File: src/hdl/spq_pkg.sv
`default_nettype none

package spq_pkg;

  localparam int ACTION_W    = 2;
  localparam int TAG_W       = 16;
  localparam int PRIO_W      = 8;
  localparam int TREAT_W     = 16;
  localparam int STATUS_W    = 2;
  localparam int RANK_W      = 5;
  localparam int MAX_RESULTS = 16;

  localparam logic [ACTION_W-1:0] ACT_INSERT = 2'd0;
  localparam logic [ACTION_W-1:0] ACT_CLEAR  = 2'd1;
  localparam logic [ACTION_W-1:0] ACT_DUMP   = 2'd2;

  localparam logic [STATUS_W-1:0] STATUS_OK    = 2'd0;
  localparam logic [STATUS_W-1:0] STATUS_FULL  = 2'd1;
  localparam logic [STATUS_W-1:0] STATUS_EMPTY = 2'd2;

  typedef struct packed {
    logic [ACTION_W-1:0] action;
    logic [TAG_W-1:0]    tag;
    logic [PRIO_W-1:0]   priority_req;
    logic [TREAT_W-1:0]  treatment;
  } cmd_item_t;

  typedef struct packed {
    logic [STATUS_W-1:0] status;
    logic [RANK_W-1:0]   rank;
    logic [TAG_W-1:0]    out_tag;
    logic [PRIO_W-1:0]   out_priority;
    logic [TREAT_W-1:0]  out_treatment;
    logic                last;
  } res_item_t;

  typedef enum logic [1:0] {
    ST_IDLE,
    ST_REPLY,
    ST_DUMP,
    ST_SPIN
  } state_t;

  // Controller to datapath.
  typedef struct packed {
    logic accept;
    logic rotate;
    logic show_entry;
  } dp_cmd_t;

  // Datapath to controller.
  typedef struct packed {
    logic empty;
    logic dump_last;
    logic rot_last;
  } dp_stat_t;

endpackage

`default_nettype wire

File: src/hdl/spq_dpath.sv
`default_nettype none

module spq_dpath #(
  parameter int DEPTH = 16
) (
  input  wire logic               clk,
  input  wire logic               rst,
  input  wire spq_pkg::cmd_item_t cmd,
  input  wire spq_pkg::dp_cmd_t   dcmd,
  output spq_pkg::dp_stat_t       dstat,
  output spq_pkg::res_item_t      res
);

  localparam int CW = $clog2(DEPTH + 1);
  localparam int RW = $clog2(DEPTH);

  typedef struct packed {
    logic [spq_pkg::TAG_W-1:0]   tag;
    logic [spq_pkg::PRIO_W-1:0]  prio;
    logic [spq_pkg::TREAT_W-1:0] treat;
  } entry_t;

  entry_t                      slot [DEPTH];
  entry_t                      new_entry;
  logic [DEPTH-1:0]            ahead;
  logic [CW-1:0]               count;
  logic [RW-1:0]               rot;
  logic [spq_pkg::RANK_W-1:0]  rank_q;
  logic [spq_pkg::RANK_W-1:0]  emit_n;
  logic [spq_pkg::STATUS_W-1:0] status_q;
  logic                        full;
  logic                        do_insert;

  assign new_entry.tag   = cmd.tag;
  assign new_entry.prio  = cmd.priority_req;
  assign new_entry.treat = cmd.treatment;

  assign full      = (count == CW'(DEPTH));
  assign do_insert = dcmd.accept && (cmd.action == spq_pkg::ACT_INSERT) && !full;

  // The stored entries stay sorted, so the slots that rank before the new
  // entry form a prefix; the new entry lands just after it.
  for (genvar i = 0; i < DEPTH; i++) begin : g_slot
    assign ahead[i] = (CW'(i) < count) &&
                      ((slot[i].prio < new_entry.prio) ||
                       ((slot[i].prio == new_entry.prio) &&
                        (slot[i].treat < new_entry.treat)));

    always_ff @(posedge clk) begin
      if (do_insert) begin
        if (!ahead[i]) begin
          if (i == 0) begin
            slot[i] <= new_entry;
          end else if (ahead[(i + DEPTH - 1) % DEPTH]) begin
            slot[i] <= new_entry;
          end else begin
            slot[i] <= slot[(i + DEPTH - 1) % DEPTH];
          end
        end
      end else if (dcmd.rotate) begin
        slot[i] <= slot[(i + 1) % DEPTH];
      end
    end
  end

  always_ff @(posedge clk) begin
    if (rst) begin
      count    <= '0;
      rot      <= '0;
      rank_q   <= '0;
      emit_n   <= '0;
      status_q <= spq_pkg::STATUS_OK;
    end else if (dcmd.accept) begin
      case (cmd.action)
        spq_pkg::ACT_INSERT: begin
          if (full) begin
            status_q <= spq_pkg::STATUS_FULL;
          end else begin
            status_q <= spq_pkg::STATUS_OK;
            count    <= count + CW'(1);
          end
        end
        spq_pkg::ACT_CLEAR: begin
          status_q <= spq_pkg::STATUS_OK;
          count    <= '0;
        end
        spq_pkg::ACT_DUMP: begin
          status_q <= (count == '0) ? spq_pkg::STATUS_EMPTY : spq_pkg::STATUS_OK;
          rank_q   <= spq_pkg::RANK_W'(1);
          rot      <= '0;
          emit_n   <= (int'(count) > spq_pkg::MAX_RESULTS) ?
                      spq_pkg::RANK_W'(spq_pkg::MAX_RESULTS) : spq_pkg::RANK_W'(count);
        end
        default: begin
        end
      endcase
    end else if (dcmd.rotate) begin
      rot    <= rot + RW'(1);
      rank_q <= rank_q + spq_pkg::RANK_W'(1);
    end
  end

  assign dstat.empty     = (count == '0);
  assign dstat.dump_last = (rank_q == emit_n);
  assign dstat.rot_last  = (rot == RW'(DEPTH - 1));

  always_comb begin
    if (dcmd.show_entry) begin
      res.status        = spq_pkg::STATUS_OK;
      res.rank          = rank_q;
      res.out_tag       = slot[0].tag;
      res.out_priority  = slot[0].prio;
      res.out_treatment = slot[0].treat;
      res.last          = (rank_q == emit_n);
    end else begin
      res.status        = status_q;
      res.rank          = '0;
      res.out_tag       = '0;
      res.out_priority  = '0;
      res.out_treatment = '0;
      res.last          = 1'b1;
    end
  end

  a_count_bound: assert property (@(posedge clk) disable iff (rst)
    int'(count) <= DEPTH)
    else $error("entry count exceeds depth");

  a_rank_range: assert property (@(posedge clk) disable iff (rst)
    dcmd.show_entry |-> (rank_q != '0) && (rank_q <= emit_n))
    else $error("dumped rank out of range");

  a_clear_empties: assert property (@(posedge clk) disable iff (rst)
    dcmd.accept && (cmd.action == spq_pkg::ACT_CLEAR) |=> count == '0)
    else $error("clear left entries behind");

  a_insert_grows: assert property (@(posedge clk) disable iff (rst)
    do_insert |=> count == $past(count) + CW'(1))
    else $error("insert did not add one entry");

endmodule

`default_nettype wire

File: src/hdl/spq_ctrl.sv
`default_nettype none

module spq_ctrl (
  input  wire logic                  clk,
  input  wire logic                  rst,
  input  wire logic                  cmd_valid,
  input  wire logic [spq_pkg::ACTION_W-1:0] cmd_action,
  output logic                       cmd_ready,
  output logic                       res_valid,
  input  wire logic                  res_ready,
  input  wire spq_pkg::dp_stat_t     dstat,
  output spq_pkg::dp_cmd_t           dcmd
);

  spq_pkg::state_t state;
  spq_pkg::state_t state_next;

  always_ff @(posedge clk) begin
    if (rst) begin
      state <= spq_pkg::ST_IDLE;
    end else begin
      state <= state_next;
    end
  end

  always_comb begin
    state_next = state;
    case (state)
      spq_pkg::ST_IDLE: begin
        if (cmd_valid) begin
          case (cmd_action)
            spq_pkg::ACT_INSERT: state_next = spq_pkg::ST_REPLY;
            spq_pkg::ACT_CLEAR:  state_next = spq_pkg::ST_REPLY;
            spq_pkg::ACT_DUMP:
              state_next = dstat.empty ? spq_pkg::ST_REPLY : spq_pkg::ST_DUMP;
            default:             state_next = spq_pkg::ST_IDLE;
          endcase
        end
      end
      spq_pkg::ST_REPLY: begin
        if (res_ready) begin
          state_next = spq_pkg::ST_IDLE;
        end
      end
      spq_pkg::ST_DUMP: begin
        // After the last emitted entry the shift line keeps turning until
        // every slot is back at its own place.
        if (res_ready && dstat.dump_last) begin
          state_next = dstat.rot_last ? spq_pkg::ST_IDLE : spq_pkg::ST_SPIN;
        end
      end
      spq_pkg::ST_SPIN: begin
        if (dstat.rot_last) begin
          state_next = spq_pkg::ST_IDLE;
        end
      end
      default: state_next = spq_pkg::ST_IDLE;
    endcase
  end

  always_comb begin
    cmd_ready       = 1'b0;
    res_valid       = 1'b0;
    dcmd.accept     = 1'b0;
    dcmd.rotate     = 1'b0;
    dcmd.show_entry = 1'b0;
    case (state)
      spq_pkg::ST_IDLE: begin
        // No command is taken while reset is held.
        cmd_ready   = !rst;
        dcmd.accept = cmd_valid && !rst;
      end
      spq_pkg::ST_REPLY: begin
        res_valid = 1'b1;
      end
      spq_pkg::ST_DUMP: begin
        res_valid       = 1'b1;
        dcmd.show_entry = 1'b1;
        dcmd.rotate     = res_ready;
      end
      spq_pkg::ST_SPIN: begin
        dcmd.rotate = 1'b1;
      end
      default: begin
      end
    endcase
  end

  a_one_side: assert property (@(posedge clk) disable iff (rst)
    !(cmd_ready && res_valid))
    else $error("command taken while a result is pending");

endmodule

`default_nettype wire

File: src/hdl/sorted_priority_queue.sv
// Channel  Direction  Handshake               Payload
// cmd      in         cmd_valid / cmd_ready   spq_pkg::cmd_item_t
// res      out        res_valid / res_ready   spq_pkg::res_item_t
//
// Insert, clear and a dump of an empty queue do their work in the transfer
// cycle; the single result is offered from the next cycle on.
// A dump of a non-empty queue shows one entry per cycle while res_ready is
// high, from the head of a rotating shift line, and then finishes the
// rotation.
// Reset empties the queue at once; slot contents are not cleared.
// A stall on res holds the result and the rotation; no command is taken
// until the last result of the current one has been transferred.
`default_nettype none

module sorted_priority_queue #(
  parameter int DEPTH = 16
) (
  input  wire logic               clk,
  input  wire logic               rst,
  input  wire logic               cmd_valid,
  output logic                    cmd_ready,
  input  wire spq_pkg::cmd_item_t cmd,
  output logic                    res_valid,
  input  wire logic               res_ready,
  output spq_pkg::res_item_t      res
);

  spq_pkg::dp_cmd_t  dcmd;
  spq_pkg::dp_stat_t dstat;

  spq_ctrl u_ctrl (
    .clk        (clk),
    .rst        (rst),
    .cmd_valid  (cmd_valid),
    .cmd_action (cmd.action),
    .cmd_ready  (cmd_ready),
    .res_valid  (res_valid),
    .res_ready  (res_ready),
    .dstat      (dstat),
    .dcmd       (dcmd)
  );

  spq_dpath #(
    .DEPTH (DEPTH)
  ) u_dpath (
    .clk   (clk),
    .rst   (rst),
    .cmd   (cmd),
    .dcmd  (dcmd),
    .dstat (dstat),
    .res   (res)
  );

endmodule

`default_nettype wire
File: config.mk
export PLATFORM = sky130hd
export DESIGN_NAME = sorted_priority_queue
export DESIGN_NICKNAME = d
export VERILOG_FILES = /design/src/hdl/spq_pkg.sv /design/src/hdl/spq_dpath.sv /design/src/hdl/spq_ctrl.sv /design/src/hdl/sorted_priority_queue.sv
export SDC_FILE = /design/constraint.sdc
export NUM_CORES = 2
export LEC_CHECK = 0
export BUFFER_PORTS_ARGS = -buffer_cell sky130_fd_sc_hd__buf_2
export CAP_MARGIN = 20
export CORE_ASPECT_RATIO = 0.9
export CORE_UTILIZATION = 23
export DETAILED_ROUTE_END_ITERATION = 7
export PLACE_DENSITY = 0.37
export SLEW_MARGIN = 5
export SYNTH_ARGS = -nofsm -noshare
export SYNTH_HDL_FRONTEND = slang
export SYNTH_SLANG_ARGS = --single-unit
export TNS_END_PERCENT = 1
File: constraint.sdc
create_clock -name clk -period 5.1 [get_ports clk]
set_clock_uncertainty 0.15 [all_clocks]
set_input_delay 0.255 -clock clk [delete_from_list [all_inputs] [get_ports clk]]
set_output_delay 0.255 -clock clk [all_outputs]
set_load 0.005 [all_outputs]
* Yosys cells after proc, flatten, opt, wreduce, memory -nomap -nowiden *
Memories as Yosys holds them, arrays and structs flattened.
Cells that the tools add are included.

word-level totals
  register bits after elaboration = 23
  bits in writable memories = 640
  input port bits = 46
  output and inout bits = 50
  logic and storage cells = 369
  memories kept = 1

cells by class
  $add $sub $neg = 3
  magnitude comparators = 49
  equal/unequal tests = 30
  multiplexer cells = 182
  bitwise gates (word level) = 31
  reduce and logical (&&, ||, !) cells = 67

memories
  name          depth  bits a word  rd ports  clocked after Yosys merged registers in  wr ports  RTL line         source
  u_dpath.slot  16     40           16        0                                        16        spq_dpath.sv:23  entry_t slot [DEPTH];

operator list
  cell                                                        count
  two-way mux 40 bit                                          31
  less-than comparator 16 bit                                 16
  two-way mux 1 bit                                           130
  == test 8 bit                                               16
  less-than comparator 8 bit                                  16
  two-way mux 48 bit                                          1
  less-than comparator 4 x 5 -> 1 bit (first input constant)  8
  logical AND 1 bit                                           36
  OR 1 bit                                                    31
  two-way mux 5 bit                                           5
  less-than comparator 3 x 5 -> 1 bit (first input constant)  4
  logical OR 1 bit                                            16
  two-way mux 2 bit                                           7
  two-way mux 4 bit                                           3
  adder 5 x 1 -> 5 bit (second input constant)                2
  less-than comparator 1 x 5 -> 1 bit (first input constant)  2
  less-than comparator 2 x 5 -> 1 bit (first input constant)  2
  case mux 5 bit (2 select lines)                             1
  != test 2 bit (second input constant)                       4
  case mux 2 bit (4 select lines)                             1
  == test 2 bit (second input constant)                       3
  case mux 2 bit (3 select lines)                             1
  AND reduction 2 bit                                         3
  == test 5 bit                                               1
  other kinds (16)                                            22

* Depth between registers and ports, before layout *
An unclocked memory read counts as a cell.

  depth in word-level cells = 11
  gate-level depth with buffers = 14
  mapped depth without buffers = 9

* Hierarchy *
From an unflattened synthesis, not the netlist that was laid out.

second synthesis, totals
  cell total of the unflattened synthesis = 4122
  area total of the unflattened synthesis = 42776.0 µm²

modules (own cells, without submodules)
  module     times used  cells each  area each (µm²)  sequential area each (µm²)
  spq_dpath  1           4093        42513.3          19638.8
  spq_ctrl   1           29          262.8            40.0

* Worst setup path before layout *
Ideal clock, no wire load.

  path kind = in2reg
  start point = input port cmd[7] in the netlist's numbering
  end point = memory u_dpath.slot[0][0] in the netlist's numbering, enable pin
  setup time = 0.498 ns
  data arrival time = 4.943 ns
  required time = 4.452 ns
  path slack = -0.491 ns
  cell stages on the path = 9
  path buffers = 1
  path through = inv_1 > ha_1 > and4_1 > o21ai_0 > or4_1 > a31oi_1 > nor4_1 > clkbuf_1 > o31ai_1

RTL lines
  item             RTL line                     source
  start, declared  sorted_priority_queue.sv:22  input wire spq_pkg::cmd_item_t cmd,
  end, declared    spq_dpath.sv:23

==> flow_summary_export.csv <==
group,metric,value,unit
status,status,"finished, final reports clean",
clocking,numCtsBuffers,85,
floorplanning,ios,96,
timing,fin_setup_tns,0,ns
timing,period_needed,5.006,ns
pwr,p_leak,18.20,nW
synth,synth_edf_count,640,
route,vias,39020,
setup_path,crit_path_cell_trace,"dlygate4sd3_1 > buf_2 > inv_1 > buf_4 > ha_1 > a21oi_1 > o21ai_0 > a2bb2oi_1 > a21o_4 > buf_4 > nand3_1 > a31oi_1",
layout,fill_cells,19680,
synth,async_flop_share,0,%
floorplanning,die_w,458.6,µm
floorplanning,die_y,412.9,µm
synth,synth_cell_types,70,
layout,final_common_cell,"edfxtp_1",
pwr,power_frac_seq,40.9,%
setup_path,startpoint_type,"primary input",
synth,synth_warnings,0,
global_routing,grt_pass1_wl,307.3,mm
setup_path,crit_arrival,5.40,ns
timing,fin_crit_sh,98.17,%
clocking,clkSinkCount,663,
timing,relSlewSlack,19.97,%
clocking,clockRootBuffer,"clkbuf_16",
route,drt-total-wl,220.5,mm
setup_path,worstPathRequired,5.49,ns
place,io_buffers,95,
global_routing,antenna_found_initial,9,
route,routed_via_density,5.636,
global_routing,use_met2,34.83,%
setup_path,end_kind,"flip-flop",
floorplanning,dieArea,189400,µm²
route,dr.pass1.iters,6,
clocking,cts_tree,"built",
synth,ys.flop_type,"edfxtp_1",
floorplanning,initial_core_util,23.20,%
global_routing,use_met1,33.03,%
worst_hold_path,worst_hold_path_type,"in -> reg",
route,wl_per_cell,31.85,µm
place,gp_congestion,0.8846,
layout,final_core_util,27.24,%
global_routing,grt_max_degree,127,
pwr,power_density,404.4,nW/µm²
layout,layout_common_cells,"640 x edfxtp_1, 380 x ha_1, 343 x a21oi_1",
route,drcViolationCount,0,
pwr,clkPwrFrac,30.0,%
timing,slew_viol_final,0,
route,drt_iter0_markers,4356,
clocking,h-tree-depth,3,
synth,synth_area,43160,µm²
global_routing,gr-usage-met3,2.923,%
layout,nNetsFinal,4777,
pwr,switching_power,0.007572,W
floorplanning,core-area,186000,µm²
setup_path,crit_path_top_delay_cell,"o21ai_0",
setup_path,reg2reg_depth,8,
pwr,combPwrFrac,29.1,%
route,ant_nets,0,
pwr,internal_power,0.01292,W
place,dpl.hpwl,149.5,mm
pwr,peakVddDrop,252.5,µV
timing,whs,0.1589,ns
layout,area_delta_synth_final,17.41,%
setup_path,cp_num_buf_inv,5,
global_routing,grt_pass1_vias,37530,
setup_path,crit_cells,12,
timing,rsz0062_at_grt,"false",
synth,post_synth.cell_area_avg,10.05,µm²
global_routing,overflow,0,
global_routing,grt.total_usage,22.78,%
timing,max_freq,199.7,MHz
clocking,clk_latency,0.73,ns
clocking,clk_pin_slew,0.07,ns
worst_hold_path,hold_depth,3,
layout,layout-drive-gt1-share,12.15,%
timing,worstMarginPinSlew,1.188,ns
synth,ys_ff_latch,663,
synth,ys_seq_area_share,45.60,%
pwr,totalPowerFinal,0.02049,W
setup_path,cp_top_family,"compound AO/OA/AOI/OAI gates",
setup_path,path_max_fanout,48,
timing,final-setup-viol-count,0,
clocking,cts_max_path_buffers,3,
setup_path,cpPeakStageDelay,0.91,ns
synth,syn_nets,4720,
timing,hold_viol_final,0,
pwr,p_sw_share,36.95,%
synth,synthCells,4293,
setup_path,path_class,"in -> reg",
floorplanning,rows,150,
flow_run,max_cap_viol_count,0,
setup_path,crit_path_frequent_cell,"buf_4",
global_routing,grt_busiest_layer,"met2",
[worst register-to-register path, delay by kind of cell (launching register included)]
family          cells  cell delay [ns]
compound gates      5             2.94
flops               1             0.47
buf+inv             1             0.44
fa+ha+maj           1             0.34
simple gates        1             0.10
[power by group through the flow]
stage	clock network, W	registers, W	logic, W
after global routing	0.00641	0.00845	0.00649
after global placement	0	0.00847	0.00586
final	0.00615	0.00838	0.00596
after CTS	0.00627	0.00836	0.00595
after floorplan	0	0.00801	0.00360
after detailed placement	0	0.00846	0.00589
[cells in the mapped netlist, types with 7 or more instances]
cell / n / area, µm²
a221oi_1: 7 / 61.31
nand4_1: 93 / 581.8
inv_1: 99 / 371.6
a211oi_1: 37 / 277.8
nor2_1: 307 / 1152
nand2b_1: 17 / 106.4
o21ai_0: 333 / 1667
edfxtp_1: 640 / 19220
nand2_1: 267 / 1002
a211o_1: 85 / 744.5
a22oi_1: 123 / 923.4
and2_1: 73 / 456.7
o211ai_1: 127 / 953.4
a31oi_1: 172 / 1076
buf_1: 12 / 45.04
nand3_1: 279 / 1396
ha_1: 381 / 4767
a21oi_1: 346 / 1732
nand2_2: 7 / 43.79
nand2_4: 30 / 337.8
buf_2: 78 / 390.4
o31ai_1: 9 / 67.56
nand4b_1: 7 / 61.31
and3_1: 7 / 43.79
buf_6: 52 / 585.6
dfxtp_1: 23 / 460.4
nor4_1: 11 / 68.82
nor3_1: 53 / 265.3
o221ai_1: 14 / 122.6
nor3b_1: 7 / 52.55
a21o_1: 26 / 195.2
clkbuf_1: 245 / 919.6
a221o_1: 190 / 1902
o21a_1: 9 / 67.56
or2_2: 7 / 43.79
a2111oi_0: 8 / 70.07
nor2b_1: 26 / 162.7
[stage by stage]
step	setup WS [ns]	cells	cell area, µm²
final	0.09358	6923	50670
after global routing	0.03419	6921	50670
after CTS	0.2869	6920	50660
after detailed placement	0.07124	6725	47570
after global placement	0.03097	6723	47560
after floorplan	-0.3474	4293	43160
[registers in the layout, summed over array words and instances (netlist names)]
| register | count |
|---|---|
| u_dpath.emit_n | 5 |
| u_dpath.slot | 640 |
| u_dpath.status_q | 2 |
| u_ctrl.state | 2 |
| u_dpath.rank_q | 5 |
| u_dpath.rot | 4 |
| u_dpath.count | 5 |
[repair_timing]
action,4_1_cts,5_1_grt
resized for setup,0,0
buffers inserted,0,0
hold endpoints to repair,289,0
hold buffers,46,0
[worst paths after layout]
path | slack (ns) | to | startpoint
setup / recovery | 0.09 | u_dpath.slot[1][57] | cmd[12]
hold / removal | 0.16 | u_dpath.slot[1][176] | cmd[16]
setup reg to reg | 0.47 | u_dpath.slot[1][57] | u_dpath.slot[1][13]
hold reg to reg | 0.31 | u_dpath.rot[3] | u_dpath.rot[3]
[area by class of cell]
| type | count | area [µm²] | share of cell area [%] |
|---|---|---|---|
| clock inverter | 46 | 392.9 | 0.7753 |
| tap | 2508 | 3138 | 6.193 |
| multi-input combinational | 3140 | 21470 | 42.37 |
| timing repair buffer | 361 | 3373 | 6.657 |
| clock buffer | 103 | 2237 | 4.415 |
| antenna | 3 | 7.507 | 0.01482 |
| sequential | 663 | 19680 | 38.84 |
| inverter | 99 | 371.6 | 0.7334 |
[layer usage]
metal  share of wire [%]  wire, µm
met4                 3.2      7115
met3                 6.5     14290
met2                  44     96370
met1                  47    102700
met5              0.0059        13
[cell families (layout without fill, tap and decap cells)]
kind of cell | count (synthesis) | in the layout | share of synthesized area [%]
xor+xnor | 8 | 8 | 0.1623
fa+ha+maj | 381 | 381 | 11.05
compound gates | 1525 | 1525 | 23.62
buf+inv | 490 | 609 | 5.508
flops | 663 | 663 | 45.60
other cells | 0 | 3 | 0
mux | 2 | 2 | 0.04639
simple gates | 1224 | 1224 | 14.02
(Power assumes the default switching activity.)
